**src/rtl/core/prvenc_pkg.sv**
```systemverilog
// Shared widths, constants and codes for the posting record varint encoder.
// No dependencies; read by the channel interfaces and the core.
package prvenc_pkg;

  localparam int FIELD_W         = 32;  // width of every record field
  localparam int BYTE_W          = 8;   // one coded byte
  localparam int DIGIT_W         = 7;   // payload bits per varint byte
  localparam int VALUE_WIDTH_DEF = 32;  // default coded value width
  localparam int VALUE_WIDTH_MAX = 32;  // coded width is clamped to this
  localparam int HIT_SPLIT       = 24;  // single hit split point

  localparam logic [63:0] HIT_LOW_MASK = 64'h0000_0000_00ff_ffff;

  // record kinds
  localparam logic OP_DOC  = 1'b0;
  localparam logic OP_WORD = 1'b1;

endpackage

```
**src/rtl/core/prvenc_if.sv**
```systemverilog
// Valid/ready channel interfaces for the posting record encoder.
// Depends on prvenc_pkg for field and byte widths.
interface prvenc_in_if;
  logic                            valid;
  logic                            ready;
  logic                            opcode;
  logic                            list_start;
  logic [prvenc_pkg::FIELD_W-1:0]  doc_id;
  logic [prvenc_pkg::FIELD_W-1:0]  field_mask;
  logic [prvenc_pkg::FIELD_W-1:0]  hit_count;
  logic [prvenc_pkg::FIELD_W-1:0]  hit_value;
  logic [prvenc_pkg::FIELD_W-1:0]  word_id;
  logic [prvenc_pkg::FIELD_W-1:0]  doc_total;
  logic [prvenc_pkg::FIELD_W-1:0]  doc_offset;

  modport source (output valid, opcode, list_start, doc_id, field_mask, hit_count,
                  hit_value, word_id, doc_total, doc_offset, input ready);
  modport sink   (input valid, opcode, list_start, doc_id, field_mask, hit_count,
                  hit_value, word_id, doc_total, doc_offset, output ready);
endinterface

interface prvenc_out_if;
  logic                           valid;
  logic                           ready;
  logic [prvenc_pkg::BYTE_W-1:0]  out_byte;
  logic                           to_word_stream;
  logic                           last_byte;

  modport source (output valid, out_byte, to_word_stream, last_byte, input ready);
  modport sink   (input valid, out_byte, to_word_stream, last_byte, output ready);
endinterface

```
**src/rtl/core/posting_record_varint_encoder_core.sv**
```systemverilog
// Posting record varint encoder, top level.
// Depends on prvenc_pkg and the channel interfaces in prvenc_if.sv.
//
// Usage:
//   in_ch  : one posting record per request, document (opcode 0) or word
//            (opcode 1). Taken only while the encoder is idle.
//   out_ch : one coded varint byte per request, low 7 bits first, bit 7 set
//            while the same value continues. to_word_stream follows opcode,
//            last_byte marks the final byte of the record.
// Timing:
//   A record is taken in ST_IDLE, its first value is loaded in ST_LOAD and
//   its coded bytes (4 to 20 per record) are sent from ST_EMIT. A single
//   shifter/compare unit peels one 7-bit digit per cycle while out_ch is not
//   stalling; the next value is loaded (through one shared subtractor for the
//   word deltas) in the cycle that emits the previous value's last byte. The
//   first byte reaches out_ch through ST_LOAD, ST_EMIT and the output register.
// Stall: the output register holds its byte while out_ch.ready is low and
//   the sequencer waits; a new record is taken while the last byte waits.
// Reset: previous word id and doc offset go to zero, the encoder goes idle
//   and out_ch.valid drops.
module posting_record_varint_encoder_core #(
  parameter int VALUE_WIDTH = prvenc_pkg::VALUE_WIDTH_DEF
) (
  input  logic         clk,
  input  logic         rst_n,
  prvenc_in_if.sink    in_ch,
  prvenc_out_if.source out_ch
);

  // coded width, clamped so a record never exceeds 20 bytes
  localparam int VW = (VALUE_WIDTH > prvenc_pkg::VALUE_WIDTH_MAX) ?
                      prvenc_pkg::VALUE_WIDTH_MAX : VALUE_WIDTH;
  localparam int DW = prvenc_pkg::DIGIT_W;

  localparam logic [VW-1:0] LOW_MASK = prvenc_pkg::HIT_LOW_MASK[VW-1:0];
  localparam logic [VW-1:0] ONE      = VW'(1);

  // field slots in coding order
  localparam logic [2:0] FLD_0 = 3'd0;  // doc id / word id delta
  localparam logic [2:0] FLD_1 = 3'd1;  // field mask / doc total
  localparam logic [2:0] FLD_2 = 3'd2;  // hit count
  localparam logic [2:0] FLD_3 = 3'd3;  // hit value (or low part) / offset delta
  localparam logic [2:0] FLD_4 = 3'd4;  // hit value high part (single hit)

  typedef enum logic [2:0] {
    ST_IDLE = 3'b001,
    ST_LOAD = 3'b010,
    ST_EMIT = 3'b100
  } state_t;

  state_t state_r, state_nxt;
  logic [2:0] fld_r, fld_nxt;
  logic [VW-1:0] value_r, value_nxt;
  logic [VW-1:0] prev_word_r, prev_word_nxt;
  logic [VW-1:0] prev_off_r, prev_off_nxt;
  logic out_valid_r, out_valid_nxt;

  // captured record
  logic          opcode_r;
  logic [VW-1:0] doc_id_r, field_mask_r, hit_count_r, hit_value_r;
  logic [VW-1:0] word_id_r, doc_total_r, doc_offset_r;

  // output payload
  logic [prvenc_pkg::BYTE_W-1:0] out_byte_r;
  logic                          out_last_r;
  logic                          out_stream_r;

  logic          in_take;
  logic          is_word;
  logic          single_hit;
  logic          can_push;
  logic          more;
  logic          last_fld;
  logic [2:0]    sel_idx;
  logic [VW-1:0] sub_a, sub_b, diff;
  logic [VW-1:0] sel_val;
  logic [prvenc_pkg::BYTE_W-1:0] cur_byte;

  assign in_ch.ready = (state_r == ST_IDLE);
  assign in_take     = in_ch.valid && in_ch.ready;

  assign is_word    = (opcode_r == prvenc_pkg::OP_WORD);
  assign single_hit = (hit_count_r == ONE);
  assign can_push   = !out_valid_r || out_ch.ready;

  // digit unit: current low digit and whether more digits remain
  assign more     = |value_r[VW-1:DW];
  assign cur_byte = {more, value_r[DW-1:0]};

  assign last_fld = (!is_word && single_hit) ? (fld_r == FLD_4) : (fld_r == FLD_3);

  // slot to load: first one right after capture, else the one after fld_r
  assign sel_idx = (state_r == ST_EMIT) ? (fld_r + 3'd1) : FLD_0;

  // shared subtractor for both word deltas, wraps mod 2^VW
  assign sub_a = (sel_idx == FLD_0) ? word_id_r   : doc_offset_r;
  assign sub_b = (sel_idx == FLD_0) ? prev_word_r : prev_off_r;
  assign diff  = sub_a - sub_b;

  always_comb begin
    case (sel_idx)
      FLD_0:   sel_val = is_word ? diff : doc_id_r;
      FLD_1:   sel_val = is_word ? doc_total_r : field_mask_r;
      FLD_2:   sel_val = hit_count_r;
      FLD_3: begin
        if (is_word) begin
          sel_val = diff;
        end else if (single_hit) begin
          sel_val = hit_value_r & LOW_MASK;
        end else begin
          sel_val = hit_value_r;
        end
      end
      FLD_4:   sel_val = hit_value_r >> prvenc_pkg::HIT_SPLIT;
      default: sel_val = '0;
    endcase
  end

  // sequencer
  always_comb begin
    state_nxt     = state_r;
    fld_nxt       = fld_r;
    value_nxt     = value_r;
    prev_word_nxt = prev_word_r;
    prev_off_nxt  = prev_off_r;
    out_valid_nxt = out_valid_r;

    if (out_valid_r && out_ch.ready) begin
      out_valid_nxt = 1'b0;
    end

    case (state_r)
      ST_IDLE: begin
        if (in_take) begin
          // start flag only matters on word records
          if (in_ch.opcode == prvenc_pkg::OP_WORD && in_ch.list_start) begin
            prev_word_nxt = '0;
            prev_off_nxt  = '0;
          end
          state_nxt = ST_LOAD;
        end
      end
      ST_LOAD: begin
        value_nxt = sel_val;
        fld_nxt   = FLD_0;
        state_nxt = ST_EMIT;
      end
      ST_EMIT: begin
        if (can_push) begin
          out_valid_nxt = 1'b1;
          if (more) begin
            value_nxt = value_r >> DW;
          end else if (last_fld) begin
            state_nxt = ST_IDLE;
            if (is_word) begin
              prev_word_nxt = word_id_r;
              prev_off_nxt  = doc_offset_r;
            end
          end else begin
            value_nxt = sel_val;
            fld_nxt   = fld_r + 3'd1;
          end
        end
      end
      default: state_nxt = ST_IDLE;
    endcase
  end

  always_ff @(posedge clk) begin
    if (!rst_n) begin
      state_r     <= ST_IDLE;
      fld_r       <= FLD_0;
      prev_word_r <= '0;
      prev_off_r  <= '0;
      out_valid_r <= 1'b0;
    end else begin
      state_r     <= state_nxt;
      fld_r       <= fld_nxt;
      prev_word_r <= prev_word_nxt;
      prev_off_r  <= prev_off_nxt;
      out_valid_r <= out_valid_nxt;
    end
  end

  // payload registers, no reset
  always_ff @(posedge clk) begin
    value_r <= value_nxt;
    if (in_take) begin
      opcode_r     <= in_ch.opcode;
      doc_id_r     <= in_ch.doc_id[VW-1:0];
      field_mask_r <= in_ch.field_mask[VW-1:0];
      hit_count_r  <= in_ch.hit_count[VW-1:0];
      hit_value_r  <= in_ch.hit_value[VW-1:0];
      word_id_r    <= in_ch.word_id[VW-1:0];
      doc_total_r  <= in_ch.doc_total[VW-1:0];
      doc_offset_r <= in_ch.doc_offset[VW-1:0];
    end
    if (state_r == ST_EMIT && can_push) begin
      out_byte_r   <= cur_byte;
      out_last_r   <= !more && last_fld;
      out_stream_r <= opcode_r;
    end
  end

  assign out_ch.valid          = out_valid_r;
  assign out_ch.out_byte       = out_byte_r;
  assign out_ch.to_word_stream = out_stream_r;
  assign out_ch.last_byte      = out_last_r;

endmodule

```
**src/flat_wrapper.sv**
```systemverilog
// flat-port wrapper written by rule: the top's interface ports become plain ports
module posting_record_varint_encoder_core_flat 
#(
  parameter int VALUE_WIDTH = prvenc_pkg::VALUE_WIDTH_DEF
)
  (clk, rst_n, in_ch_valid, in_ch_opcode, in_ch_list_start, in_ch_doc_id, in_ch_field_mask, in_ch_hit_count, in_ch_hit_value, in_ch_word_id, in_ch_doc_total, in_ch_doc_offset, in_ch_ready, out_ch_valid, out_ch_out_byte, out_ch_to_word_stream, out_ch_last_byte, out_ch_ready);
  prvenc_in_if in_ch_i ();
  prvenc_out_if out_ch_i ();
  input  logic clk;
  input  logic rst_n;
  input wire logic [$bits(in_ch_i.valid)-1:0] in_ch_valid;
  input wire logic [$bits(in_ch_i.opcode)-1:0] in_ch_opcode;
  input wire logic [$bits(in_ch_i.list_start)-1:0] in_ch_list_start;
  input wire logic [$bits(in_ch_i.doc_id)-1:0] in_ch_doc_id;
  input wire logic [$bits(in_ch_i.field_mask)-1:0] in_ch_field_mask;
  input wire logic [$bits(in_ch_i.hit_count)-1:0] in_ch_hit_count;
  input wire logic [$bits(in_ch_i.hit_value)-1:0] in_ch_hit_value;
  input wire logic [$bits(in_ch_i.word_id)-1:0] in_ch_word_id;
  input wire logic [$bits(in_ch_i.doc_total)-1:0] in_ch_doc_total;
  input wire logic [$bits(in_ch_i.doc_offset)-1:0] in_ch_doc_offset;
  output wire logic [$bits(in_ch_i.ready)-1:0] in_ch_ready;
  output wire logic [$bits(out_ch_i.valid)-1:0] out_ch_valid;
  output wire logic [$bits(out_ch_i.out_byte)-1:0] out_ch_out_byte;
  output wire logic [$bits(out_ch_i.to_word_stream)-1:0] out_ch_to_word_stream;
  output wire logic [$bits(out_ch_i.last_byte)-1:0] out_ch_last_byte;
  input wire logic [$bits(out_ch_i.ready)-1:0] out_ch_ready;
  assign in_ch_i.valid = in_ch_valid;
  assign in_ch_i.opcode = in_ch_opcode;
  assign in_ch_i.list_start = in_ch_list_start;
  assign in_ch_i.doc_id = in_ch_doc_id;
  assign in_ch_i.field_mask = in_ch_field_mask;
  assign in_ch_i.hit_count = in_ch_hit_count;
  assign in_ch_i.hit_value = in_ch_hit_value;
  assign in_ch_i.word_id = in_ch_word_id;
  assign in_ch_i.doc_total = in_ch_doc_total;
  assign in_ch_i.doc_offset = in_ch_doc_offset;
  assign in_ch_ready = in_ch_i.ready;
  assign out_ch_valid = out_ch_i.valid;
  assign out_ch_out_byte = out_ch_i.out_byte;
  assign out_ch_to_word_stream = out_ch_i.to_word_stream;
  assign out_ch_last_byte = out_ch_i.last_byte;
  assign out_ch_i.ready = out_ch_ready;
  posting_record_varint_encoder_core #(.VALUE_WIDTH(VALUE_WIDTH)) u_core (.clk(clk), .rst_n(rst_n), .in_ch(in_ch_i), .out_ch(out_ch_i));
endmodule
```
**config.mk**
```make
export PLATFORM = sky130hd
export DESIGN_NAME = posting_record_varint_encoder_core_flat
export DESIGN_NICKNAME = d
export VERILOG_FILES = /design/src/rtl/core/prvenc_pkg.sv /design/src/rtl/core/prvenc_if.sv /design/src/rtl/core/posting_record_varint_encoder_core.sv /design/src/flat_wrapper.sv
export SDC_FILE = /design/constraint.sdc
export NUM_CORES = 1
export LEC_CHECK = 0
export BUFFER_PORTS_ARGS = -buffer_cell sky130_fd_sc_hd__buf_4
export CAP_MARGIN = 40
export CORE_MARGIN = 4
export CORE_UTILIZATION = 35
export DETAILED_ROUTE_END_ITERATION = 8
export PLACE_DENSITY = 0.59
export SETUP_SLACK_MARGIN = 0.4
export SYNTH_ARGS = -nofsm -noshare
export SYNTH_HDL_FRONTEND = slang
export SYNTH_SLANG_ARGS = --single-unit
```
**constraint.sdc**
```tcl
create_clock -name clk -period 10.09 [get_ports clk]
set_input_delay 2.018 -clock clk [delete_from_list [all_inputs] [get_ports clk]]
set_output_delay 2.018 -clock clk [all_outputs]
set_load 0.01 [all_outputs]
```
; Yosys cells after proc, flatten, opt, wreduce, memory -nomap -nowiden
; Index checks and enable logic that the tools add are counted.
; Widths: inputs -> output; s select.
[word_totals]
out_inout_bits = 12
inputBits = 230
ff_bits = 338
elab_cells = 92
[op_classes]
n_addsub = 2
muxes = 37
reduce_logical = 18
n_eq_ne = 18
[ops]
columns = cell, count
row1 = $mux 32, 19
row2 = $pmux 32 s2, 3
row3 = $pmux 32 s5, 1
row4 = $eq 32x1->1 const B, 1
row5 = $sub 32x32->32, 1
row6 = $reduce_or 25->1, 1
row7 = $mux 3, 8
row8 = $eq 3x2->1 const B, 4
row9 = $eq 3x3->1 const B, 3
row10 = $pmux 3 s3, 1
row11 = $ne 2x2->1 const B, 4
row12 = $reduce_and 4->1, 2
row13 = $reduce_and 7->1, 1
row14 = $eq 3x1->1 const B, 2
row15 = $logic_and 1x1->1, 6
row16 = $ne 2x1->1 const B, 3
row17 = $pmux 3 s2, 1
row18 = $mux 1, 4
row19 = $reduce_bool 2->1, 2
row20 = $add 3x1->3 const B, 1
row21 = $logic_not 1->1, 3
row22 = $logic_not 3->1, 1
row23 = $ne 3x2->1 const B, 1
row24 = $reduce_and 3->1, 1
row25 = $logic_or 1x1->1, 1

; Depth between registers and ports, before layout
; Gate-level depths: netlist (run 1).
[depth]
depth_word = 11
mapped_depth = 18
ltp_nobuf = 14

; Least setup slack after synthesis (run 1)
; OpenSTA, ideal clock, no wires.
[synth_path]
kind = input-to-reg
from = input in_ch_valid
to = register u_core.prev_off_r[0]
path_stages = 7
n_path_buf = 2
setup_time_ps = 74
arrival_ps = 8301
slack_ps = 1714
required_ps = 10016
cell_sequence = and2_1 -> nand3_1 -> o31ai_1 -> buf_2 -> buf_1 -> nand4_1 -> o21ai_0
[synth_via]
elab_chain_len = 3
[synth_rtl]
columns = item, line
row1 = "start, declared", flat_wrapper.sv:11  ; input wire logic [$bits(in_ch_i.valid)-1:0] in_ch_valid;
row2 = $logic_and 1x1->1, posting_record_varint_encoder_core.sv:80  ; assign in_take = in_ch.valid && in_ch.ready;
row3 = $ne 2x2->1 (no line), -
row4 = $reduce_and 7->1 (no line), -
row5 = "end signal, assigned", posting_record_varint_encoder_core.sv:180  ; prev_off_r <= prev_off_nxt;
row6 = "end, declared", posting_record_varint_encoder_core.sv:55  ; logic [VW-1:0] prev_off_r, prev_off_nxt;
; Every way passes these cells.
; A chain may end at the register's enable or synchronous reset.

; Worst setup path after layout (run 1)
[layout_path]
from = register u_core.fld_r[0]
to = register u_core.value_r[20], data pin
[layout_via]
elab_chain_len = 11
word_cells_on_any_way = 17
cone_classes = add/sub: 2 / eq/ne: 4 / mux: 10 / reduce/logical: 1
[layout_rtl]
columns = item, line
row1 = "start, declared", posting_record_varint_encoder_core.sv:52  ; logic [2:0] fld_r, fld_nxt;
row2 = "start signal, assigned", posting_record_varint_encoder_core.sv:178  ; fld_r <= fld_nxt;
row3 = $add 3x1->3 *, posting_record_varint_encoder_core.sv:93  ; assign sel_idx = (state_r == ST_EMIT) ? (fld_r + 3'd1) : FLD_0;
row4 = $mux 3 *, posting_record_varint_encoder_core.sv:93
row5 = $logic_not 3->1, "posting_record_varint_encoder_core.sv:96, posting_record_varint_encoder_core.sv:97, posting_record_varint_encoder_core.sv:101"
row6 = $mux 32 (on tied branches), "posting_record_varint_encoder_core.sv:96, posting_record_varint_encoder_core.sv:97"
row7 = $sub 32x32->32, posting_record_varint_encoder_core.sv:98  ; assign diff = sub_a - sub_b;
row8 = $mux 32 (on tied branches), "posting_record_varint_encoder_core.sv:106, posting_record_varint_encoder_core.sv:102"
row9 = $pmux 32 s5 *, posting_record_varint_encoder_core.sv:101  ; case (sel_idx)
row10 = $mux 32, posting_record_varint_encoder_core.sv:153  ; end else if (last_fld) begin
row11 = $mux 32, posting_record_varint_encoder_core.sv:151  ; if (more) begin
row12 = $mux 32, posting_record_varint_encoder_core.sv:149  ; if (can_push) begin
row13 = $pmux 32 s2 *, posting_record_varint_encoder_core.sv:132  ; case (state_r)
row14 = net u_core.value_nxt[20], posting_record_varint_encoder_core.sv:53  ; logic [VW-1:0] value_r, value_nxt;
row15 = "end signal, assigned", posting_record_varint_encoder_core.sv:187  ; value_r <= value_nxt;
row16 = "end, declared", posting_record_varint_encoder_core.sv:53
; The timed path passes the listed nets; every way through them passes the cells marked *. The select of a mux whose other input is x is not followed.

==> impl_results.md, run 1 <==
- Leakage: between 0.006 and 0.007 uW
- Min Tclk post-route: 5280 ps
- Remaining design rule violation count: 0
- Die footprint: 47400 um2
- Synth Area per Inst: 12.3 um2
- GRT busiest layer: met2
- Finished Layout Cells: 2080
- Critical path buffers and inverters: 2
- Htree depth: 2
- Die Width: about 220 um
- TritonCTS clock tree: built
- Post-Route WL: 45100 um
- Synth Flop Type: edfxtp_1
- Placed Instances: 2008
- Final instance area: 19100 um2
- Clk root buf: clkbuf_16
- Critical Path, Cell by Cell: ha_1, nand2b_1, o21ai_4, buf_4, mux2i_1, ha_1, inv_1, fa_1, a211oi_1, nor3b_1, o31ai_4, o21a_1, nand2_1, or3_1, a221o_1
- Final hold violation count: 0
- Share of layout cells above drive strength 1: 0.260
- Post-Syn Nets: 1512
- Num ports: 242
- Crit path max-delay cell type: dfxtp_1
- Worst Path Arrival: around 5600 ps
- Sequential cell area fraction in the yosys report: 0.613
- Register clock-pin slew on the reported worst setup and hold paths: around 60 ps
- Final period util: 0.523
- Crit Path Max Fanout: 54
- Top post-synthesis cells by area: edfxtp_1, dfxtp_1, mux2i_1
- Mapped cell area: 15400 um2
- Slew headroom: 0.377
- Diodes inserted: 0
- Slew Viols, Final: 0
- Startpoint Class: flip-flop
- Cell variety after synth: 85
- Post-route ant nets: 0
- TritonCTS buffer count: 40
- Nature of the critical path endpoint: flip-flop
- Clock skew: 16.1 ps
- Core area: 43300 um2
- Row count: 76
- Final setup vio count: 0
- Worst-Margin Slew: between 900 and 1000 ps
- Vias: 11325
- Yosys Warn Count: 0
- Port buffer count: 241
- Max rail drop VDD: around 0.13 mV
- Power Dens Cells: roughly 180 nW/um2
- Area growth syn-to-layout: 24.2%
- Vias in the first global route: approximately 11000
- Most common cell in the netlist: edfxtp_1
- GR Util met1: 0.270
- RSZ-0062 raised after global routing: no
- Synthesized netlist cell count: 1248
- TNS Setup: 0 ps
- Placed cell areas: roughly 18000 um2
- Post-synth EDFFs: about 270
- Critical Path Max Stage Delay: 620 ps
- Fmax: 0.189 GHz
- Most used cell, CP: ha_1
- Yosys top cell by area: edfxtp_1
- GRT Util Overall: 0.183
- Die height: 218 um
- GR Overflow Total: 0
- Largest net degree at the start of global routing: 94
- GR Util met2: 0.271
- Clock sinks: 338
- Post-synth top cells: edfxtp_1, nand2_1, o21ai_0
- Clock buffer depth: 3
- Ys async rst share: 0
- Starting DRT DRC Count: 904
- Routed vias/inst: ~5.4
- Per-cell routed wire length: 21.7 um
- HPWL after DPL: 32500 um
- Hold_buf cts: 0
- Critical Path RT: 10390 ps
- Post-CTS Resized: 0
- RD Place Congestion: 0.883
- Drt pass-1 iters: 5
- # Post-CTS Setup Buffers: 0
- Worst min path class: flip-flop to flip-flop
- Routing usage on met3: 0.0410
- Cell family with most CP delay: compound AO/OA/AOI/OAI gates
- Synth top area share: 0.521
- Worst-Skew Late Latency: 550 ps
- Run status: finished, final reports clean
- MaxCap Viol Count: 0
- Initial core utilization: 0.356
- Initial antenna violation count: 0
- First-pass GRT wire length: approximately 67000 um
- Final-stage net count: 1729
- WS Path Type: flip-flop to flip-flop
- Register bit total from synthesis: around 340
[power by group]
part,internal [uW],total [uW],switching [uW]
Clock,884,1460,581
Combinational,152,355,203
Sequential,1610,1650,38.9
[through the flow]
step	hold slack, ps	setup WS, ps	utilization	power, uW
finish	421	4810	0.442	3470
global route	437	4540	0.442	3610
global placement	407	4980	0.410	2020
CTS	425	4850	0.442	3510
detailed placement	411	4860	0.411	2030
floorplan	400	1710	-	1880
[worst paths after layout]
check | from | to | slack (ps) | cells after the start
max | u_core.fld_r[0] | u_core.value_r[20] | 4810 | 15
max reg2reg | u_core.fld_r[0] | u_core.value_r[20] | 4810 | 15
min reg2reg | u_core.value_r[1] | u_core.out_ch.out_byte[1] | 420 | 0
min | u_core.value_r[1] | u_core.out_ch.out_byte[1] | 420 | 0
[layout by cell type, fill, tap and decap left out, types with 37 or more instances in the layout]
cell type  Yosys  layout
mux2i_1       57      57
edfxtp_1     267     267
buf_4          1     259
dfxtp_1       71      71
a21oi_1       44      44
clkbuf_16      0      41
o21ai_0       98      97
nand4_1       77      77
mux2_2        37      37
nand2_1      129     129
[layer usage]
| layer | routed length (um) | up-vias |
|---|---|---|
| met1 | 21000 | 5512 |
| met5 | 0 | - |
| met3 | 3330 | 63 |
| met2 | 19500 | 415 |
| li1 | - | 5335 |
| met4 | 1190 | 0 |
[logic make-up after synthesis]
family	after synthesis	synth area share
and+or+nand+nor	347	0.115
AOI/OAI and AO/OA	321	0.141
xor gates and xnor gates	15	0.00902
muxes	95	0.0656
adders and majority gates	34	0.0281
DFF	338	0.613
buffers and inverters	98	0.0286
[area by class of cell]
cell class / count / area, um2
inverters: 12 / 45.0
well taps: 585 / 732
fillers: 3979 / 24100
clock buffers: 49 / 1070
multi-input cells: 812 / 5590
clock inverters: 23 / 267
repair buffers: 261 / 1990
flip-flops and latches: 338 / 9440
[worst register-to-register path, stage by stage (launching register included)]
cell      delay, ps
dfxtp_1         620
ha_1            420
nand2b_1        240
o21ai_4         150
buf_4           550
mux2i_1         440
ha_1            190
inv_1            50
fa_1            470
a211oi_1        330
nor3b_1         160
o31ai_4         410
o21a_1          290
nand2_1          90
or3_1           320
a221o_1         290
Power figures use the tool's default switching activity.
==> run 2, diff against run 1 <==
--- a/config.mk
+++ b/config.mk
@@ -5,12 +5,13 @@
 export SDC_FILE = /design/constraint.sdc
 export NUM_CORES = 1
 export LEC_CHECK = 0
+export ABC_AREA = 1
 export BUFFER_PORTS_ARGS = -buffer_cell sky130_fd_sc_hd__buf_4
 export CAP_MARGIN = 40
 export CORE_MARGIN = 4
 export CORE_UTILIZATION = 35
 export DETAILED_ROUTE_END_ITERATION = 8
-export PLACE_DENSITY = 0.59
+export PLACE_DENSITY = 0.58
 export SETUP_SLACK_MARGIN = 0.4
 export SYNTH_ARGS = -nofsm -noshare
 export SYNTH_HDL_FRONTEND = slang
==> constraint.sdc (replaced) <==
create_clock -name clk -period 5.1 [get_ports clk]
set_input_delay 1.02 -clock clk [delete_from_list [all_inputs] [get_ports clk]]
set_output_delay 1.02 -clock clk [all_outputs]
set_load 0.01 [all_outputs]
==> run 2 against run 1 <==
  * Via count grew 20%
  * Synthesized cell count grew 59%
  * Non-clock buffer count shrank 2
  * First-iteration DRC count grew 42%
  * Largest cell class unchanged
  * Worst setup slack lost 3900 ps
  * Sequential share of layout area shrank 3.6 points
  * Fmax grew 27%
==> impl_results.md, run 2 <==
- Initial antenna violation count: 0 (unchanged)
- Reg-to-reg critical path startpoint: u_core.fld_r[0]
- Nature of the critical path endpoint: flip-flop
- Slew Viols, Final: 0 (unchanged)
- Synth Area per Inst: 8.53 um2 (-31%)
- Synthesized netlist cell count: 1988 (+59%)
- RD Place Congestion: 0.940 (+6.5%)
- Mapped cell area: 17000 um2 (+10%)
- TNS Setup: 0 ps (unchanged)
- Startpoint Class: flip-flop
- Yosys Warn Count: 0 (unchanged)
- Share of layout cells above drive strength 1: 0.165 (-0.0953)
- First-pass GRT wire length: 78100 um (+17%)
- Post-Syn Nets: 2252 (+49%)
- Starting DRT DRC Count: 1283 (+42%)
- Clock sinks: 338 (unchanged)
- Final period util: 0.817 (+0.293)
- Most frequent cells in the layout: nand2_1, inv_1, edfxtp_1
- Leakage: 0.00913 uW (+31%)
- Critical path buffers and inverters: 1 (-1)
- Register bit total from synthesis: 338 (unchanged)
- # Post-CTS Setup Buffers: 0 (unchanged)
- Vias in the first global route: 13359 (+21%)
- Row count: 80 (+5.3%)
- Cell family with most CP delay: simple AND/OR/NAND/NOR gates
- Num ports: 242 (unchanged)
- Clock skew: 21.2 ps (+5.05 ps)
- Max rail drop VDD: 0.248 mV (+85%)
- Final hold violation count: 0 (unchanged)
- Htree depth: 2 (unchanged)
- Critical Path Max Stage Delay: 440 ps (-180 ps)
- Diodes inserted: 0 (unchanged)
- Critical Path, Cell by Cell: ha_1, xor2_2, nand2_1, nand2_2, buf_12, o21ai_0, ha_1, nand2_1, nor2_1, nand3_1, nand3_1, nand3_1, nand3_1, nand3_1, nand2_1, nand2_1, nand2_1, nand2_1
- Post-CTS Resized: 0 (unchanged)
- Final setup vio count: 0 (unchanged)
- Run status: finished, final reports clean
- Synth top area share: 0.473 (-0.0478)
- GR Overflow Total: 0 (unchanged)
- Setup ws final: 936 ps (-3870 ps)
- Worst min path class: flip-flop to flip-flop
- Post-Place Setup Slack: 1020 ps (-3840 ps)
- Crit Path Max Fanout: 95 (+76%)
- Yosys top cell by area: edfxtp_1
- Most used cell, CP: nand2_1
- HPWL after DPL: 38500 um (+18%)
- Routed vias/inst: 4.77 (-12%)
- Post-Route WL: 51500 um (+14%)
- GRT Util Overall: 0.193 (+0.00949)
- Worst Path Arrival: 4490 ps (-1090 ps)
- Initial core utilization: 0.354 (-0.00154)
- Fmax: 0.240 GHz (+27%)
- Drt pass-1 iters: 5 (unchanged)
- Die height: 228 um (+4.8%)
- Area growth syn-to-layout: 21.8%
- Min Tclk post-route: 4160 ps (-1120 ps)
- Die footprint: 52000 um2 (+9.7%)
- Hold_sp: u_core.value_r[1]
- Ys async rst share: 0 (unchanged)
- Synth Flop Type: edfxtp_1
- Register clock-pin slew on the reported worst setup and hold paths: 60 ps (about the same)
- Largest net degree at the start of global routing: 170 (+81%)
- Critical Path RT: 5420 ps (-4970 ps)
- Crit path max-delay cell type: ha_1
- Finished Layout Cells: 2859 (+37%)
- Crit. Startpoint: u_core.fld_r[0]
- Core area: 47800 um2 (+11%)
- Hold_buf cts: 0 (unchanged)
- Top post-synthesis cells by area: edfxtp_1, nand2_1, dfxtp_1
- Post-synth top cells: nand2_1, inv_1, edfxtp_1
- Post-route ant nets: 0 (unchanged)
- TritonCTS clock tree: built
- Per-cell routed wire length: 18.0 um (-17%)
- Power Dens Cells: 456 nW/um2 (+150%)
- Port buffer count: 241 (unchanged)
- Post-synth EDFFs: 267 (unchanged)
- Slew headroom: 0.322 (-0.0546)
- RSZ-0062 raised after global routing: no
- Final-stage net count: 2479 (+43%)
- MaxCap Viol Count: 0 (unchanged)
- Worst-Margin Slew: 1020 ps (+81.9 ps)
- WS Path Type: flip-flop to flip-flop
- Remaining design rule violation count: 0 (unchanged)
- Clk root buf: clkbuf_16
- Die Width: 228 um (+4.8%)
- Vias: 13643 (+20%)
- Commonest non-fill, non-tap cell in the layout: nand2_1
- Sequential cell area fraction in the yosys report: 0.557 (-0.0563)
- Placed Instances: 2789 (+39%)
- TritonCTS buffer count: 39 (-2.5%)
- Clock buffer depth: 3 (unchanged)
- Cell variety after synth: 44 (-48%)
- Worst-Skew Late Latency: 580 ps (+30 ps)
- Most common cell in the netlist: nand2_1
==> run 2: changes by cell type after synthesis, moves of 14 or more <==
cell,delta
nand2_1,+519
inv_1,+274
nor2_1,+144
nand4_1,-64
mux2i_1,-57
nand3_1,+54
mux2_2,-36
o211ai_1,+33
a21oi_1,+30
o21bai_1,+25
or2_2,+21
a221o_1,-16
a221oi_1,-14
==> run 2: where the power goes <==
part	total, uW	internal (uW)	switching (uW)	leakage (uW)
clock network	2750	1580	1180	0.000611
registers	3660	3500	155	0.00308
logic	3000	998	2000	0.00544
==> run 2: cells by family after synthesis <==
group                      Yosys count  synth area share
muxes                                1          0.000664
and+or+nand+nor                    972             0.233
DFF                                338             0.557
buffers and inverters              368            0.0892
xor gates and xnor gates            10           0.00561
adders and majority gates           34            0.0255
AOI/OAI and AO/OA                  265            0.0890
==> run 2: cell type report <==
cell class                      instances  area, um2
Multi-Input combinational cell       1282       6030
Fill cell                            4785      27200
Sequential cell                       338       9440
Inverter                              295       1120
Clock inverter                         21        220
Tap cell                              615        769
Timing Repair Buffer                  259       2020
Clock buffer                           49       1040
==> run 2: worst paths after layout <==
check,slack [ps],endpoint,cells after the start
hold / removal,430,u_core.out_ch.out_byte[1],0
setup reg to reg,940,u_core.value_r[18],18
hold reg to reg,430,u_core.out_ch.out_byte[1],0
setup / recovery,940,u_core.value_r[18],18
==> run 2: worst reg2reg max path: stages, from the launching register on <==
cell     delay (ps)
dfxtp_1         430
ha_1            230
xor2_2          360
nand2_1         190
nand2_2         160
buf_12          290
o21ai_0         250
ha_1            450
nand2_1         140
nor2_1          280
nand3_1         120
nand3_1         230
nand3_1         170
nand3_1         100
nand3_1         190
nand2_1         160
nand2_1          60
nand2_1          60
nand2_1          40
==> run 2: per-layer routing <==
| metal | up-vias | GRT usage | wire [um] |
|---|---|---|---|
| li1 | 6852 | - | - |
| met1 | 6350 | 0.269 | 23600 |
| met2 | 386 | 0.314 | 23900 |
| met3 | 55 | 0.0339 | 3060 |
| met4 | 0 | 0.0473 | 960 |
| met5 | - | 0 | 0 |
==> run 2: metrics by stage <==
stage,instance area (um2),power [uW],hold WS (ps),utilization
after floorplan,17000,5770,400,-
after global placement,19300,6660,430,0.404
after detailed placement,19400,6690,420,0.405
after CTS,20600,9500,434,0.432
after global routing,20600,10100,448,0.432
final,20600,9410,429,0.432
==> run 3, diff against run 2 <==
--- a/config.mk
+++ b/config.mk
@@ -5,13 +5,13 @@
 export SDC_FILE = /design/constraint.sdc
 export NUM_CORES = 1
 export LEC_CHECK = 0
-export ABC_AREA = 1
+export ABC_AREA = 0
 export BUFFER_PORTS_ARGS = -buffer_cell sky130_fd_sc_hd__buf_4
 export CAP_MARGIN = 40
 export CORE_MARGIN = 4
 export CORE_UTILIZATION = 35
 export DETAILED_ROUTE_END_ITERATION = 8
-export PLACE_DENSITY = 0.58
+export PLACE_DENSITY = 0.59
 export SETUP_SLACK_MARGIN = 0.4
 export SYNTH_ARGS = -nofsm -noshare
 export SYNTH_HDL_FRONTEND = slang
==> constraint.sdc (replaced) <==
create_clock -name clk -period 4 [get_ports clk]
set_input_delay 0.8 -clock clk [delete_from_list [all_inputs] [get_ports clk]]
set_output_delay 0.8 -clock clk [all_outputs]
set_load 0.01 [all_outputs]
==> run 3 against run 2 <==
  * Count of clock-buffer cells in the layout increased by 1
  * Sequential share of layout area grew 0.072 points
  * Clock power increased by 26%
  * Sequential power grew 14%
  * Utilization up 4.5 points
  * Fmax up 11%
  * First-iteration DRC count down 13%
  * Global-route usage grew 0.88 points
  * Die area shrank 8.9%
  * Register-to-register slack lost 690 ps
  * Power shrank 7.0%
  * Wire length shrank 3.5%
  * Critical endpoint is now u_core.value_r[8]
  * Largest cell class unchanged
  * Highest routed layer unchanged
==> impl_results.md, run 3 (synthesized netlist as in run 1, its figures left out) <==
- Run status: finished, final reports clean
- Fmax: 0.266 GHz (+11%)
- MaxCap Viol Count: 0 (unchanged)
- Final-stage net count: 1836 (-26%)
- Area growth syn-to-layout: 33.9%
- Worst Path Arrival: 4060 ps (-430 ps)
- Final setup vio count: 0 (unchanged)
- Area of the multi-input gates: 6220 um2 (+3.0%)
- Starting DRT DRC Count: 1119 (-13%)
- Share of layout cells above drive strength 1: 0.356 (+0.191)
- Vias in the first global route: 11996 (-10%)
- Per-cell routed wire length: 22.7 um (+26%)
- Largest net degree at the start of global routing: 160 (-5.9%)
- Leakage: 0.00759 uW (-17%)
- Post-route ant nets: 0 (unchanged)
- Reg-to-reg endpoint: u_core.value_r[8]
- RD Place Congestion: 0.934 (-0.66%)
- Most frequent cells in the layout: buf_4, edfxtp_1, nand2_1
- Core area: 43300 um2 (-9.6%)
- Slew headroom: 0.400 (+0.0778)
- Row count: 76 (-5.0%)
- Port buffer count: 241 (unchanged)
- Clk root buf: clkbuf_16
- Remaining design rule violation count: 0 (unchanged)
- Max rail drop VDD: 0.281 mV (+13%)
- Diodes inserted: 0 (unchanged)
- Clock skew: 31.2 ps (+10.0 ps)
- Die height: 218 um (-4.5%)
- Startpoint Class: flip-flop
- First-pass GRT wire length: 73000 um (-6.4%)
- WS Path Type: flip-flop to flip-flop
- Die footprint: 47400 um2 (-8.9%)
- Hold_buf cts: 0 (unchanged)
- Fillers: 3861 (-19%)
- TritonCTS clock tree: built
- Worst-Margin Slew: 900 ps (-117 ps)
- Worst min path class: input port to flip-flop
- Worst reg2reg path depth: 16 (-2)
- Clock sinks: 338 (unchanged)
- Worst-Skew Late Latency: 570 ps (about the same)
- Routed vias/inst: 5.45 (+14%)
- Commonest non-fill, non-tap cell in the layout: buf_4
- Reg-to-reg critical path startpoint: u_core.fld_r[0]
- Initial core utilization: 0.356 (+0.00154)
- Final hold violation count: 0 (unchanged)
- Min Tclk post-route: 3760 ps (-408 ps)
- Power Dens Cells: 424 nW/um2 (-7.0%)
- Drt pass-1 iters: 7 (+2)
- Crit Path Max Fanout: 8 (-92%)
- Clock buffer depth: 3 (unchanged)
- Vias: 11933 (-13%)
- Crit. Startpoint: u_core.fld_r[0]
- Critical Path RT: 4300 ps (-1120 ps)
- CP endpoint: u_core.value_r[8]
- Final period util: 0.939 (+0.122)
- Total power: 8750 uW (-7.0%)
- GR Overflow Total: 0 (unchanged)
- TritonCTS buffer count: 40 (+2.6%)
- Slew Viols, Final: 0 (unchanged)
- Register-to-register path setup slack: 240 ps (-690 ps)
- HPWL after DPL: 36100 um (-6.1%)
- Nature of the critical path endpoint: flip-flop
- Htree depth: 2 (unchanged)
- RSZ-0062 raised after global routing: yes
- GRT Util Overall: 0.202 (+0.00883)
- Initial antenna violation count: 0 (unchanged)
- Num ports: 242 (unchanged)
- Register Area: 9450 um2 (about the same)
- Finished Core Util: 0.477 (+0.0452)
- Register clock-pin slew on the reported worst setup and hold paths: 60 ps (about the same)
- Die Width: 218 um (-4.5%)
- Post-Route WL: 49700 um (-3.5%)
run 3: how the worst min path moves through the flow:
stage / startpoint / end / slack, ps / cells after the start
finish: in_ch_field_mask[27] / u_core.field_mask_r[27] / 400 / 1
global route: in_ch_doc_total[9] / u_core.doc_total_r[9] / 380 / 1
CTS: in_ch_field_mask[27] / u_core.field_mask_r[27] / 370 / 1
detailed placement: u_core.value_r[5] / u_core.out_ch.out_byte[5] / 410 / 0
global placement: u_core.value_r[0] / u_core.out_ch.out_byte[0] / 400 / 0
floorplan: u_core.value_r[0] / u_core.out_ch.out_byte[0] / 400 / 0
run 3: cell type report:
class,instances,share of cell area
clock inverter,23,0.00916
clock buffer,50,0.0519
multi-input combinational,812,0.301
timing repair buffer,368,0.142
tap,585,0.0355
inverter,12,0.00218
sequential,338,0.458
run 3: routing by layer:
| metal | vias to the layer above | routed length (um) | global-route usage |
|---|---|---|---|
| met3 | 107 | 3490 | 0.0488 |
| met5 | - | 0 | 0 |
| li1 | 5539 | - | - |
| met1 | 5830 | 21600 | 0.274 |
| met2 | 457 | 22700 | 0.314 |
| met4 | 0 | 1950 | 0.0773 |
run 3: through the flow:
| step | instances | setup WS (ps) | hold slack (ps) | setup TNS [ps] | area, um2 |
|---|---|---|---|---|---|
| 3_3_place_gp | 2086 | -18.9 | 402 | -27.3 | 18500 |
| 6_report | 2188 | 244 | 403 | 0 | 20600 |
| 2_1_floorplan | 1248 | -70.0 | 400 | -118 | 15500 |
| 5_1_grt | 2188 | 112 | 381 | 0 | 20600 |
| 4_1_cts | 2175 | 277 | 371 | 0 | 20100 |
| 3_5_place_dp | 2087 | -68.4 | 409 | -260 | 18500 |
run 3: where the power goes:
part	internal, uW	switching, uW
combinational	507	593
sequential	4060	110
clock	1990	1490
run 3: what timing repair did:
item | in CTS | in global routing
gates resized for setup | 39 | 83
cloned | 1 | 0
setup endpoints to repair | 30 | 27
pin swaps | 21 | 36
endpoints found under the hold margin | 0 | 0
setup buffers | 14 | 13
run 3: worst max-delay path, cell delays in order, from the launching register on:
cell and delay [ps]:
dfxtp_2 340, ha_4 240, nand2b_4 150, o21ai_4 140, buf_12 150, buf_8 110, mux2_4 310, buf_4 140
fa_2 390, a211oi_4 320, nor3b_4 90, buf_4 150, nor3_2 230, xor2_2 270, o211ai_1 160, a22oi_1 190
o21ai_0 110
